===== src/rtl/isvs_pkg.sv =====
// Shared types and constants for the irrigation scheduler valve sweep block.
`timescale 1ns / 1ps

package isvs_pkg;

  localparam int unsigned CntW   = 20;
  localparam int unsigned MoveW  = 10;
  localparam int unsigned HumW   = 7;
  localparam int unsigned LightW = 10;
  localparam int unsigned AngleW = 8;
  localparam int unsigned IdxW   = 3;

  localparam logic [CntW-1:0]   CntMax   = {CntW{1'b1}};
  localparam logic [MoveW-1:0]  MoveMax  = {MoveW{1'b1}};
  localparam logic [AngleW-1:0] AngleTop = 8'd180;
  localparam logic [AngleW-1:0] AngleStep = 8'd2;

  localparam logic [IdxW-1:0] RegCheckInterval = 3'd0;
  localparam logic [IdxW-1:0] RegCycleDuration = 3'd1;
  localparam logic [IdxW-1:0] RegHumThreshold  = 3'd2;
  localparam logic [IdxW-1:0] RegLightThreshold = 3'd3;
  localparam logic [IdxW-1:0] RegSweepInterval = 3'd4;

  localparam logic [CntW-1:0]   CheckIntervalRst = 20'd10000;
  localparam logic [CntW-1:0]   CycleDurationRst = 20'd15000;
  localparam logic [HumW-1:0]   HumThresholdRst  = 7'd40;
  localparam logic [LightW-1:0] LightThresholdRst = 10'd200;
  localparam logic [MoveW-1:0]  SweepIntervalRst = 10'd30;

  typedef struct packed {
    logic [CntW-1:0]   check_interval;
    logic [CntW-1:0]   cycle_duration;
    logic [HumW-1:0]   hum_threshold;
    logic [LightW-1:0] light_threshold;
    logic [MoveW-1:0]  sweep_interval;
  } cfg_t;

  typedef struct packed {
    logic [HumW-1:0]   humidity;
    logic [LightW-1:0] light_level;
    logic              manual_mode;
    logic              manual_on;
    logic              manual_off;
  } tick_t;

  typedef struct packed {
    logic              valve_open;
    logic [AngleW-1:0] servo_angle;
    logic              cycle_active;
  } result_t;

endpackage


===== src/rtl/isvs_cfg.sv =====
// Configuration register file for the irrigation scheduler valve sweep block.
`timescale 1ns / 1ps

module isvs_cfg (
  input  logic                        clk,
  input  logic                        rst,
  input  logic                        cfg_we,
  input  logic [isvs_pkg::IdxW-1:0]   cfg_index,
  input  logic [isvs_pkg::CntW-1:0]   cfg_wdata,
  output isvs_pkg::cfg_t              cfg
);

  always_ff @(posedge clk) begin
    if (rst) begin
      cfg.check_interval  <= isvs_pkg::CheckIntervalRst;
      cfg.cycle_duration  <= isvs_pkg::CycleDurationRst;
      cfg.hum_threshold   <= isvs_pkg::HumThresholdRst;
      cfg.light_threshold <= isvs_pkg::LightThresholdRst;
      cfg.sweep_interval  <= isvs_pkg::SweepIntervalRst;
    end else if (cfg_we) begin
      case (cfg_index)
        isvs_pkg::RegCheckInterval:  cfg.check_interval  <= cfg_wdata;
        isvs_pkg::RegCycleDuration:  cfg.cycle_duration  <= cfg_wdata;
        isvs_pkg::RegHumThreshold:   cfg.hum_threshold   <= cfg_wdata[isvs_pkg::HumW-1:0];
        isvs_pkg::RegLightThreshold: cfg.light_threshold <= cfg_wdata[isvs_pkg::LightW-1:0];
        isvs_pkg::RegSweepInterval:  cfg.sweep_interval  <= cfg_wdata[isvs_pkg::MoveW-1:0];
        default: ;
      endcase
    end
  end

endmodule


===== src/rtl/isvs_ctrl.sv =====
// Scheduler and servo sweep state with its one-tick update logic.
`timescale 1ns / 1ps

module isvs_ctrl (
  input  logic               clk,
  input  logic               rst,
  input  logic               step,
  input  isvs_pkg::tick_t    tick,
  input  isvs_pkg::cfg_t     cfg,
  output isvs_pkg::result_t  result_next
);

  logic [isvs_pkg::CntW-1:0]   since_check, since_check_next;
  logic [isvs_pkg::CntW-1:0]   since_cycle_start, since_cycle_start_next;
  logic                        window_active, window_active_next;
  logic                        irrigating, irrigating_next;
  logic [isvs_pkg::AngleW-1:0] angle, angle_next;
  logic                        sweeping_down, sweeping_down_next;
  logic [isvs_pkg::MoveW-1:0]  since_move, since_move_next;
  logic [isvs_pkg::AngleW:0]   angle_up;

  assign angle_up = {1'b0, angle} + {1'b0, isvs_pkg::AngleStep};

  always_comb begin
    since_check_next = (since_check == isvs_pkg::CntMax) ? since_check
                                                         : since_check + 1'b1;
    since_cycle_start_next = (since_cycle_start == isvs_pkg::CntMax) ? since_cycle_start
                                                                     : since_cycle_start + 1'b1;
    since_move_next = (since_move == isvs_pkg::MoveMax) ? since_move : since_move + 1'b1;
    window_active_next = window_active;
    irrigating_next    = irrigating;
    angle_next         = angle;
    sweeping_down_next = sweeping_down;

    if (tick.manual_mode) begin
      if (tick.manual_on) begin
        irrigating_next    = 1'b1;
        window_active_next = 1'b0;
      end else if (tick.manual_off) begin
        irrigating_next        = 1'b0;
        window_active_next     = 1'b0;
        angle_next             = '0;
        since_cycle_start_next = '0;
      end
    end else if (since_check_next >= cfg.check_interval) begin
      since_check_next = '0;
      if (!window_active) begin
        if (tick.humidity < cfg.hum_threshold && tick.light_level < cfg.light_threshold) begin
          irrigating_next        = 1'b1;
          window_active_next     = 1'b1;
          since_cycle_start_next = '0;
        end
      end else if (since_cycle_start_next >= cfg.cycle_duration) begin
        irrigating_next        = 1'b0;
        window_active_next     = 1'b0;
        angle_next             = '0;
        since_cycle_start_next = '0;
      end
    end

    if (irrigating_next && since_move_next >= cfg.sweep_interval) begin
      since_move_next = '0;
      if (!sweeping_down) begin
        if (angle_up >= {1'b0, isvs_pkg::AngleTop}) begin
          angle_next         = isvs_pkg::AngleTop;
          sweeping_down_next = 1'b1;
        end else begin
          angle_next = angle_up[isvs_pkg::AngleW-1:0];
        end
      end else if (angle_next <= isvs_pkg::AngleStep) begin
        angle_next         = '0;
        sweeping_down_next = 1'b0;
      end else begin
        angle_next = angle_next - isvs_pkg::AngleStep;
      end
    end

    result_next.valve_open   = irrigating_next;
    result_next.servo_angle  = angle_next;
    result_next.cycle_active = window_active_next;
  end

  always_ff @(posedge clk) begin
    if (rst) begin
      since_check       <= '0;
      since_cycle_start <= '0;
      window_active     <= 1'b0;
      irrigating        <= 1'b0;
      angle             <= '0;
      sweeping_down     <= 1'b0;
      since_move        <= '0;
    end else if (step) begin
      since_check       <= since_check_next;
      since_cycle_start <= since_cycle_start_next;
      window_active     <= window_active_next;
      irrigating        <= irrigating_next;
      angle             <= angle_next;
      sweeping_down     <= sweeping_down_next;
      since_move        <= since_move_next;
    end
  end

endmodule


===== src/rtl/irrigation_scheduler_valve_sweep.sv =====
// Top level of the irrigation scheduler valve sweep block.
`timescale 1ns / 1ps

// Usage:
// Each input beat is one millisecond tick carrying humidity, light_level and
// the manual_mode, manual_on, manual_off switches. Every accepted tick yields
// exactly one output beat with valve_open, servo_angle and cycle_active as
// they stand after that tick.
// The tick lands in an input register; the state update runs when the output
// register can take its result, which is captured there. A result is offered
// after both registers; one tick is taken every cycle while out_ready stays high.
// The output register sits apart from the input register, so a new tick is
// taken while a result waits; when the receiver holds out_ready low, both
// registers fill and in_ready drops until the result beat moves.
// Configuration registers are written through cfg_we, cfg_index, cfg_wdata
// (index 0 check interval, 1 cycle duration, 2 humidity threshold, 3 light
// threshold, 4 sweep interval); write them only while the block is idle.
// Reset clears the valid flags of both registers, all counters and the sweep
// state, and loads the default configuration.

module irrigation_scheduler_valve_sweep (
  input  logic                          clk,
  input  logic                          rst,
  input  logic                          cfg_we,
  input  logic [isvs_pkg::IdxW-1:0]     cfg_index,
  input  logic [isvs_pkg::CntW-1:0]     cfg_wdata,
  input  logic                          in_valid,
  output logic                          in_ready,
  input  logic [isvs_pkg::HumW-1:0]     humidity,
  input  logic [isvs_pkg::LightW-1:0]   light_level,
  input  logic                          manual_mode,
  input  logic                          manual_on,
  input  logic                          manual_off,
  output logic                          out_valid,
  input  logic                          out_ready,
  output logic                          valve_open,
  output logic [isvs_pkg::AngleW-1:0]   servo_angle,
  output logic                          cycle_active
);

  isvs_pkg::cfg_t    cfg;
  isvs_pkg::tick_t   tick;
  isvs_pkg::result_t result, result_next;
  logic              tick_valid;
  logic              step;

  assign step     = tick_valid && (!out_valid || out_ready);
  assign in_ready = !tick_valid || step;

  isvs_cfg u_cfg (
    .clk       (clk),
    .rst       (rst),
    .cfg_we    (cfg_we),
    .cfg_index (cfg_index),
    .cfg_wdata (cfg_wdata),
    .cfg       (cfg)
  );

  isvs_ctrl u_ctrl (
    .clk         (clk),
    .rst         (rst),
    .step        (step),
    .tick        (tick),
    .cfg         (cfg),
    .result_next (result_next)
  );

  always_ff @(posedge clk) begin
    if (rst) begin
      tick_valid <= 1'b0;
    end else if (in_ready) begin
      tick_valid <= in_valid;
    end
  end

  always_ff @(posedge clk) begin
    if (in_valid && in_ready) begin
      tick.humidity    <= humidity;
      tick.light_level <= light_level;
      tick.manual_mode <= manual_mode;
      tick.manual_on   <= manual_on;
      tick.manual_off  <= manual_off;
    end
  end

  always_ff @(posedge clk) begin
    if (rst) begin
      out_valid <= 1'b0;
    end else if (step) begin
      out_valid <= 1'b1;
    end else if (out_ready) begin
      out_valid <= 1'b0;
    end
  end

  always_ff @(posedge clk) begin
    if (step) begin
      result <= result_next;
    end
  end

  assign valve_open   = result.valve_open;
  assign servo_angle  = result.servo_angle;
  assign cycle_active = result.cycle_active;

endmodule


===== config.mk =====
export PLATFORM = sky130hd
export DESIGN_NAME = irrigation_scheduler_valve_sweep
export DESIGN_NICKNAME = d
export VERILOG_FILES = /design/src/rtl/isvs_pkg.sv /design/src/rtl/isvs_cfg.sv /design/src/rtl/isvs_ctrl.sv /design/src/rtl/irrigation_scheduler_valve_sweep.sv
export SDC_FILE = /design/constraint.sdc
export NUM_CORES = 1
export LEC_CHECK = 0
export ABC_AREA = 0
export BUFFER_PORTS_ARGS = -buffer_cell sky130_fd_sc_hd__buf_2
export CORE_MARGIN = 2
export CORE_UTILIZATION = 56
export CTS_CLUSTER_SIZE = 10
export DETAILED_ROUTE_END_ITERATION = 10
export HOLD_SLACK_MARGIN = 0.1
export PLACE_DENSITY = 0.77
export RECOVER_POWER = 100
export SYNTH_ARGS = -nofsm -noshare
export SYNTH_HDL_FRONTEND = slang
export SYNTH_HIERARCHICAL = 1
export SYNTH_SLANG_ARGS = --single-unit

===== constraint.sdc =====
create_clock -name clk -period 4.9 [get_ports clk]
set_clock_uncertainty 0.15 [all_clocks]
set_input_delay 0.245 -clock clk [delete_from_list [all_inputs] [get_ports clk]]
set_output_delay 0.245 -clock clk [all_outputs]
set_load 0.005 [all_outputs]

==> implementation parameters, run 1 <==
Parameter                              Value

Drt
  DRC violations left    0
  Count of routing violations after the opening detailed-route iteration    663
  Via/cell ratio    5.91
  Routed wirelength normalized by instance count    17.1 um
  Via total after detailed routing    8,521
  Post-detailed-routing wire length    24,700 um
  Remaining antenna violation count after routing    0
  Pre-Repair DR Iteration Count    5

Timing
  Final-report hold violation count    0
  Final number of max-transition violations    35
  Worst Hold Margin    0.168 ns
  Time the worst path needs with I/O delays and setup    4.70 ns
  Highest attainable clock frequency    213 MHz
  Final setup violating endpoints    0
  Max-Slew Margin vs Limit    -1.52
  Actual transition at the worst max-transition pin    3.73 ns
  Ratio of final minimum period to clock period    0.959

Synth
  Average cell area after synthesis    8.66 sq um
  Fraction of synthesis flops using an asynchronous set or reset pin    0
  Most common cell in the netlist    dfxtp_1
  Synthesized netlist cell count    1,125
  Post-Synthesis Net Count    1,243
  Mapped cell area    9740 sq um
  Top flip-flop cell by instance count after synthesis    dfxtp_1
  Area share of the leading cell type in the synthesized netlist    0.267
  Number of synthesized flops with an enable pin    30
  Cell taking the most area after synthesis    dfxtp_1
  Unique masters post-synth    81
  Ys Warns    6
  Top post-synthesis cells by count    dfxtp_1, nand2_1, nor2_1
  Sequential element share of the synthesized area    0.360
  Most area-consuming cells after synthesis    dfxtp_1, edfxtp_1, ha_1, mux2i_1, nand2b_1
  Register bit count reported by yosys    160

Clock tree
  CTS Sinks    160
  Clock-pin slew reported for the worst setup and hold paths after clock tree synthesis    0.07 ns
  Clock insertion delay at the later pin of the skew report    0.44 ns
  Clock tree from TritonCTS    done
  Bufs on Longest Clock Path    2
  Root Driver    clkbuf_16
  Number of levels the H-tree was split into    4
  CTS buffer count    17

Critical path
  Crit Reg-Reg Startpoint    u_ctrl/since_cycle_start[7]$_SDFFE_PP0P_
  Class of the most critical setup path    register to register
  Setup crit end kind    register
  CP max FO    7
  Critical Path AT    4.74 ns
  Worst setup path startpoint    u_ctrl/since_cycle_start[7]$_SDFFE_PP0P_
  Data required time of the worst path    4.94 ns
  Reg-to-Reg End    servo_angle[7]$_DFFE_PP_
  Element type at the critical path start    register
  Worst reg-to-reg setup slack    0.20 ns
  Depth of the most critical reg-to-reg path    19

Global route
  Via count of the first global-routing pass    8,086
  Largest net degree at the start of global routing    82
  Aggregate global-route resource usage    0.272
  Wire length of the first global-routing pass    39,800 um
  Number of antenna violations at the first check in global routing    0
  Total gr overflow    0

Floorplan
  Die Height    136 um
  Initial Util    0.567
  Row count    48
  Die boundary width    136 um
  Boundary pin count    60
  Area of the die    18,500 sq um
  Area inside the core boundary    17,200 sq um

Run
  Number of max-cap violations    2

Min path
  Hold depth    3
  Path class of the lowest-slack min-delay path    input port to register
  Launch point of the worst hold path    cfg_wdata[0]
  Capture endpoint of the worst hold path    u_cfg/cfg[0]$_SDFFE_PP0P_

Placed design
  Number of I/O port buffers    59
  Cell area after placement    10,200 sq um
  Gpl congestion    0.919
  Half-perimeter wire length after detailed placement    16,600 um
  Placed Instances    1,363

Layout
  Non-filler instance count after layout    1,441
  Antenna diode count    0
  Fraction of final layout cells sized beyond drive strength 1    0.111
  Layout Cell Area excl Fill    11,200 sq um
  Number of nets in the layout    1,321
  Area growth from synthesis to final layout    15.3%

Pwr
  IR drop worst, VDD    0.259 mV
  Leakage power    4.65 nW
  Final Power    0.00293 W
  Pwr/cell area    261 nW/um^2

Status
  Result of the run    complete, but fails checks
  Violated checks    capacitance limit, slew limit
[placed cells by master (no fill, tap or decap), types with 11 or more instances in the layout]
cell type and n:
a21oi_1 60, a31oi_1 16, and3_1 13, buf_2 44
buf_4 26, clkbuf_1 17, clkbuf_16 17, dfxtp_1 129
dlygate4sd3_1 42, edfxtp_1 30, ha_1 70, inv_1 78
mux2i_1 68, nand2_1 101, nand2b_1 75, nand3_1 29
nand4_1 43, nor2_1 87, nor3_1 11, o211ai_1 21
o21ai_0 42, xnor2_1 20, xor2_1 14
[state kept, by name, indices dropped and copies added, names as in the netlist, 8 cells and up]
register / flops
u_cfg/cfg: 67
tick: 20
u_ctrl/since_check: 20
u_ctrl/since_cycle_start: 20
u_ctrl/since_move: 10
servo_angle: 8
u_ctrl/angle: 8
[cell families (layout without fill, tap and decap cells)]
group / Yosys count / after routing / share of synthesized area
AOI/OAI and AO/OA: 206 / 206 / 0.140
xor gates and xnor gates: 34 / 34 / 0.0306
adders and majority gates: 70 / 70 / 0.0899
buffers and inverters: 147 / 238 / 0.0606
DFF: 160 / 160 / 0.360
muxes: 75 / 75 / 0.0780
and+or+nand+nor: 433 / 433 / 0.241
[worst max path at each step]
stage                                               to  slack, ns
after floorplan               servo_angle[7]$_DFFE_PP_       0.02
after global placement        servo_angle[7]$_DFFE_PP_       0.21
after detailed placement      servo_angle[7]$_DFFE_PP_       0.11
after CTS                     servo_angle[7]$_DFFE_PP_       0.05
after global routing      u_ctrl/angle[2]$_SDFFE_PP0P_      -0.02
final                         servo_angle[7]$_DFFE_PP_       0.20
[what timing repair did]
item	4_1_cts	5_1_grt
buffers inserted	0	4
setup endpoints to repair	0	8
hold buffers	42	0
gates resized for setup	0	10
endpoints found under the hold margin	68	0
[routing by layer]
metal	vias up	share of wire	track usage	routed length, um
met5	-	0	0	0
met4	0	0.024	0.0932	598
met3	52	0.049	0.0429	1210
met2	258	0.48	0.457	11800
met1	4038	0.45	0.358	11000
li1	4173	-	-	-
[per-stage QoR]
step | utilization | TNS, ns | setup slack [ns]
after global routing | 0.654 | -0.0351 | -0.0234
after global placement | 0.594 | 0 | 0.211
final | 0.654 | 0 | 0.199
after detailed placement | 0.594 | 0 | 0.112
after floorplan | - | 0 | 0.0246
after CTS | 0.652 | 0 | 0.0529
[final cells by class]
type	instances	area (sq um)
well taps	225	282
multi-input cells	818	5680
inverters	78	293
flip-flops and latches	160	3500
clock inverters	14	139
repair buffers	128	896
clock buffers	18	429
fillers	1410	5950
[critical path: stages (launching register included)]
cell and delay [ns]:
dfxtp_1 0.44, nand4_1 0.23, buf_4 0.21, nor4_4 0.26
buf_4 0.20, a31oi_1 0.19, and3_1 0.27, xor2_1 0.22
ha_1 0.28, nand4_1 0.09, nor2_1 0.05, a221o_1 0.31
a211o_1 0.34, a31oi_4 0.26, nand2_1 0.08, ha_1 0.26
nor4b_2 0.19, nand4_1 0.13, o22ai_1 0.09, a32o_1 0.22
[where the power goes]
| group | switching [W] | total (W) | internal (W) |
|---|---|---|---|
| combinational | 0.000140 | 0.000245 | 0.000105 |
| sequential | 0.0000201 | 0.00139 | 0.00137 |
| clock | 0.000621 | 0.00130 | 0.000677 |
| total | 0.000781 | 0.00293 | 0.00215 |
(Power assumes the default switching activity.)
==> run 2, diff against run 1 <==
--- a/config.mk
+++ b/config.mk
@@ -12,7 +12,7 @@
 export CTS_CLUSTER_SIZE = 10
 export DETAILED_ROUTE_END_ITERATION = 10
 export HOLD_SLACK_MARGIN = 0.1
-export PLACE_DENSITY = 0.77
+export PLACE_DENSITY = 0.88
 export RECOVER_POWER = 100
 export SYNTH_ARGS = -nofsm -noshare
 export SYNTH_HDL_FRONTEND = slang
==> implementation parameters, run 2 (same netlist as run 1, synthesis figures left out) <==
Parameter                              Value

Critical path
  Element type at the critical path start    register
  CP max FO    5
  Worst reg-to-reg setup slack    0.18 ns
  Depth of the most critical reg-to-reg path    19
  Crit Reg-Reg Startpoint    u_ctrl/since_cycle_start[9]$_SDFFE_PP0P_
  Critical Path AT    4.93 ns
  Class of the most critical setup path    register to register
  Reg-to-Reg End    u_ctrl/angle[2]$_SDFFE_PP0P_
  Setup crit end kind    register
  Data required time of the worst path    5.11 ns

Clock tree
  Clock tree from TritonCTS    done
  Root Driver    clkbuf_16
  CTS buffer count    17
  Number of levels the H-tree was split into    4
  Clock-pin slew reported for the worst setup and hold paths after clock tree synthesis    0.07 ns
  CTS Sinks    160
  Bufs on Longest Clock Path    2
  Clock insertion delay at the later pin of the skew report    0.44 ns

Layout
  Fraction of final layout cells sized beyond drive strength 1    0.114
  Leading cell types in the layout, fill and taps excluded    dfxtp_1, nand2_1, nor2_1, inv_1, nand2b_1
  Antenna diode count    0
  Register with the highest flop count    u_cfg/cfg
  Area growth from synthesis to final layout    15.2%
  Number of nets in the layout    1,315
  Max FFs per register    67
  Most frequent standard cell in the layout excluding fill and tap cells    dfxtp_1
  Layout Cell Area excl Fill    11,200 sq um

Placed design
  Gpl congestion    0.922
  Half-perimeter wire length after detailed placement    16,600 um
  Cell area after placement    10,200 sq um
  Number of I/O port buffers    59
  Post-placement worst setup slack    0.0530 ns

Timing
  Actual transition at the worst max-transition pin    3.71 ns
  Time the worst path needs with I/O delays and setup    4.72 ns
  Max-Slew Margin vs Limit    -1.51
  Final worst setup slack    0.184 ns
  Final TNS setup    0 ns
  Final number of max-transition violations    122
  Final-report hold violation count    0
  Ratio of final minimum period to clock period    0.962
  Final setup violating endpoints    0
  Highest attainable clock frequency    212 MHz

Status
  Result of the run    complete, but fails checks
  Violated checks    capacitance limit, slew limit

Min path
  Capture endpoint of the worst hold path    u_cfg/cfg[24]$_SDFFE_PP0P_
  Hold depth    3
  Launch point of the worst hold path    cfg_we
  Path class of the lowest-slack min-delay path    input port to register

Drt
  DRC violations left    0
  Count of routing violations after the opening detailed-route iteration    946
  Post-detailed-routing wire length    26,200 um
  Routed wirelength normalized by instance count    18.3 um
  Via total after detailed routing    8,885
  Remaining antenna violation count after routing    0
  Pre-Repair DR Iteration Count    5
  Via/cell ratio    6.19

Global route
  Number of antenna violations at the first check in global routing    0
  Aggregate global-route resource usage    0.286
  Largest net degree at the start of global routing    88
  Via count of the first global-routing pass    8,336
  Wire length of the first global-routing pass    41,300 um
  Total gr overflow    0

Pwr
  Leakage power    4.64 nW
  IR drop worst, VDD    0.339 mV
  Pwr/cell area    263 nW/um^2

Floorplan
  Area of the die    18,500 sq um
  Die boundary width    136 um
  Die Height    136 um
  Area inside the core boundary    17,200 sq um
  Boundary pin count    60
  Row count    48
  Initial Util    0.567

Run
  Number of max-cap violations    4
[run 2: changes by cell type in the layout (fill, tap and decap cells not counted), moves of 2 or more]
cell and change:
buf_4 -6, clkbuf_1 -2, clkinv_4 +3, clkinv_8 -2, dfxtp_1 -4, dfxtp_2 +4
inv_6 -3
[run 2: where the power goes]
part	switching (W)	total [W]	internal [W]	leakage, nW
registers	0.0000209	0.00139	0.00137	1.34
clock network	0.000603	0.00131	0.000710	0.285
logic	0.000145	0.000250	0.000105	3.01
[run 2: metrics by stage]
step           instances  total power, W  hold WS [ns]   util
2_1_floorplan       1125         0.00156         0.157      -
4_1_cts             1432         0.00295         0.144  0.650
6_report            1435         0.00295         0.170  0.653
3_3_place_gp        1358         0.00162         0.272  0.592
5_1_grt             1435         0.00304         0.172  0.653
3_5_place_dp        1358         0.00163         0.273  0.592
[run 2: area by class of cell]
cell class	count	area, sq um
multi-input cells	818	5700
clock inverters	13	115
repair buffers	122	852
clock buffers	19	464
well taps	225	282
fillers	1302	5960
flip-flops and latches	160	3510
inverters	78	293
[run 2: repair_timing]
item | CTS | global route
resized for setup | 0 | 19
endpoints found under the setup margin | 0 | 13
hold buffers | 42 | 0
hold endpoints to repair | 67 | 0
buffers inserted | 0 | 3
[run 2: how the worst max path moves through the flow]
stage / to / slack [ns] / from
global placement: servo_angle[7]$_DFFE_PP_ / 0.27 / u_ctrl/since_cycle_start[2]$_SDFFE_PP0P_
finish: u_ctrl/angle[2]$_SDFFE_PP0P_ / 0.18 / u_ctrl/since_cycle_start[9]$_SDFFE_PP0P_
detailed placement: u_ctrl/angle[5]$_SDFFE_PP0P_ / 0.05 / u_ctrl/since_check[10]$_SDFFE_PP0P_
CTS: u_ctrl/angle[5]$_SDFFE_PP0P_ / 0.01 / u_ctrl/since_check[10]$_SDFFE_PP0P_
global route: u_ctrl/angle[5]$_SDFFE_PP0P_ / -0.07 / u_ctrl/since_check[10]$_SDFFE_PP0P_
floorplan: servo_angle[7]$_DFFE_PP_ / 0.02 / u_ctrl/since_check[10]$_SDFFE_PP0P_
[run 2: layer usage]
metal  vias up  global-route usage  part of all wire
met4         0               0.121             0.035
met5         -                   0                 0
met1      4231               0.348              0.40
met3        82              0.0459             0.068
met2       419               0.502              0.50
li1       4153                   -                 -
[run 2: worst max-delay path, cell delays in order, from the launching register on]
cell,delay (ns)
dfxtp_1,0.44
nand4_1,0.15
buf_4,0.18
nor4_4,0.37
a31oi_2,0.17
nand2_1,0.21
nor2_1,0.12
xor2_1,0.25
ha_1,0.30
a21oi_1,0.19
o211ai_1,0.11
a221o_1,0.27
a211o_1,0.34
a31oi_4,0.26
nand2_1,0.08
ha_1,0.30
nor2_1,0.10
nor2_1,0.06
or4_1,0.42
a31oi_1,0.17
==> run 3, diff against run 2 <==
--- a/config.mk
+++ b/config.mk
@@ -6,13 +6,13 @@
 export NUM_CORES = 1
 export LEC_CHECK = 0
 export ABC_AREA = 0
-export BUFFER_PORTS_ARGS = -buffer_cell sky130_fd_sc_hd__buf_2
 export CORE_MARGIN = 2
 export CORE_UTILIZATION = 56
 export CTS_CLUSTER_SIZE = 10
 export DETAILED_ROUTE_END_ITERATION = 10
+export DONT_BUFFER_PORTS = 1
 export HOLD_SLACK_MARGIN = 0.1
-export PLACE_DENSITY = 0.88
+export PLACE_DENSITY = 0.85
 export RECOVER_POWER = 100
 export SYNTH_ARGS = -nofsm -noshare
 export SYNTH_HDL_FRONTEND = slang
==> implementation parameters, run 3 (same netlist as run 1, synthesis figures left out) <==
Parameter                              Value

Drt
  DRC violations left    0
  Via/cell ratio    6.18
  Count of routing violations after the opening detailed-route iteration    728
  Remaining antenna violation count after routing    0
  Routed wirelength normalized by instance count    18.5 um
  Pre-Repair DR Iteration Count    5
  Via total after detailed routing    8,559
  Post-detailed-routing wire length    25,600 um

Clock tree
  Bufs on Longest Clock Path    2
  Clock-pin slew reported for the worst setup and hold paths after clock tree synthesis    0.07 ns
  CTS Sinks    160
  CTS buffer count    17
  Root Driver    clkbuf_16
  Number of levels the H-tree was split into    4
  Clock insertion delay at the later pin of the skew report    0.44 ns
  Clock tree from TritonCTS    done

Pwr
  IR drop worst, VDD    0.271 mV
  Final Power    0.00291 W
  Leakage power    4.50 nW
  Pwr/cell area    263 nW/um^2

Layout
  Most frequent standard cell in the layout excluding fill and tap cells    dfxtp_1
  Register with the highest flop count    u_cfg/cfg
  Non-filler instance count after layout    1,386
  Area growth from synthesis to final layout    13.4%
  Antenna diode count    0
  Leading cell types in the layout, fill and taps excluded    dfxtp_1, nand2_1, nor2_1, inv_1, nand2b_1
  Number of nets in the layout    1,267
  Fraction of final layout cells sized beyond drive strength 1    0.0784
  Max FFs per register    67

Floorplan
  Initial Util    0.567
  Boundary pin count    60
  Area of the die    18,500 sq um
  Die boundary width    136 um
  Area inside the core boundary    17,200 sq um
  Die Height    136 um
  Row count    48

Timing
  Highest attainable clock frequency    212 MHz
  Worst Hold Margin    0.115 ns
  Final number of max-transition violations    26
  Actual transition at the worst max-transition pin    1.62 ns
  Max-Slew Margin vs Limit    -0.0926
  Ratio of final minimum period to clock period    0.964
  Final setup violating endpoints    0
  Final-report hold violation count    0
  Time the worst path needs with I/O delays and setup    4.72 ns
  Final worst setup slack    0.176 ns

Critical path
  Cell breakdown of the critical path    ha_1, inv_1, nor4_4, a31oi_1, nand2_1, nor2_1, xor2_2, ha_1, a21oi_1, o211ai_1, a221o_1, a211o_1, a31oi_4, nand2_1, ha_1, nor2_1, nor2_1, or4_1, a31oi_1
  Total buffers and inverters traversed by the critical path    1
  Data required time of the worst path    5.11 ns
  Class of the most critical setup path    register to register
  Critical Path AT    4.93 ns
  Setup crit end kind    register
  Delay-heaviest family, CP    compound AO/OA/AOI/OAI gates
  Worst path slowest cell    or4_1
  Element type at the critical path start    register
  Longest individual stage delay on the worst path    0.40 ns
  CP max FO    7

Global route
  Total gr overflow    0
  Aggregate global-route resource usage    0.280
  Number of antenna violations at the first check in global routing    0
  Via count of the first global-routing pass    8,164
  Wire length of the first global-routing pass    40,800 um
  Largest net degree at the start of global routing    169

Placed design
  Half-perimeter wire length after detailed placement    16,000 um
  Placed Instances    1,297
  Gpl congestion    0.922
  Number of I/O port buffers    0
  Post-placement worst setup slack    0.0225 ns

Status
  Result of the run    complete, but fails checks
  Violated checks    capacitance limit, slew limit

Run
  Number of max-cap violations    2

Min path
  Path class of the lowest-slack min-delay path    input port to register
run 3: power by group:
group	total, W	internal, W	switching [W]
clock network	0.00129	0.000676	0.000613
registers	0.00139	0.00137	0.0000210
logic	0.000230	0.0000954	0.000135
total	0.00291	0.00214	0.000769
run 3: per-layer routing:
metal  routed length [um]  up-vias  global-route usage
met5                    0        -                   0
met4                 1030        0               0.131
met3                 1580       79              0.0544
met2                12500      366               0.472
met1                10500     4052               0.346
li1                     -     4062                   -
run 3: worst paths after layout:
check | startpoint | end | slack [ns] | cells past startpoint
worst max-delay path | u_ctrl/since_cycle_start[0]$_SDFFE_PP0P_ | u_ctrl/angle[2]$_SDFFE_PP0P_ | 0.18 | 19
worst min-delay path | rst | u_ctrl/since_cycle_start[3]$_SDFFE_PP0P_ | 0.11 | 2
worst max register to register | u_ctrl/since_cycle_start[0]$_SDFFE_PP0P_ | u_ctrl/angle[2]$_SDFFE_PP0P_ | 0.18 | 19
worst min register to register | tick_valid$_SDFFE_PP0P_ | out_valid$_SDFFE_PP0P_ | 0.32 | 2
run 3: timing repair:
item	4_1_cts	5_1_grt
hold endpoints to repair	166	0
gates resized for setup	1	20
endpoints found under the setup margin	2	18
pin swaps	0	3
gates cloned	0	0
hold buffers	53	0
setup buffers	0	5
run 3: cell type report:
cell class / instances / area (sq um)
fillers: 1335 / 6130
multi-input cells: 818 / 5700
flip-flops and latches: 160 / 3510
repair buffers: 74 / 692
clock buffers: 17 / 425
inverters: 78 / 293
well taps: 225 / 282
clock inverters: 14 / 143
run 3: stage by stage:
stage,instance area (sq um),util,TNS [ns]
2_1_floorplan,9750,-,0
3_3_place_gp,9850,0.574,0
3_5_place_dp,9850,0.574,0
4_1_cts,11000,0.639,0
5_1_grt,11000,0.643,-0.170
6_report,11000,0.643,0
run 3: worst register-to-register path, delay by kind of cell (launching register included):
family,cells,cell delay [ns]
XOR/XNOR,1,0.24
AO/OA/AOI/OAI,7,1.63
AND/OR/NAND/NOR,7,1.23
flip-flops,1,0.36
buffers and inverters,1,0.22
adder cells (fa/ha/maj),3,0.81
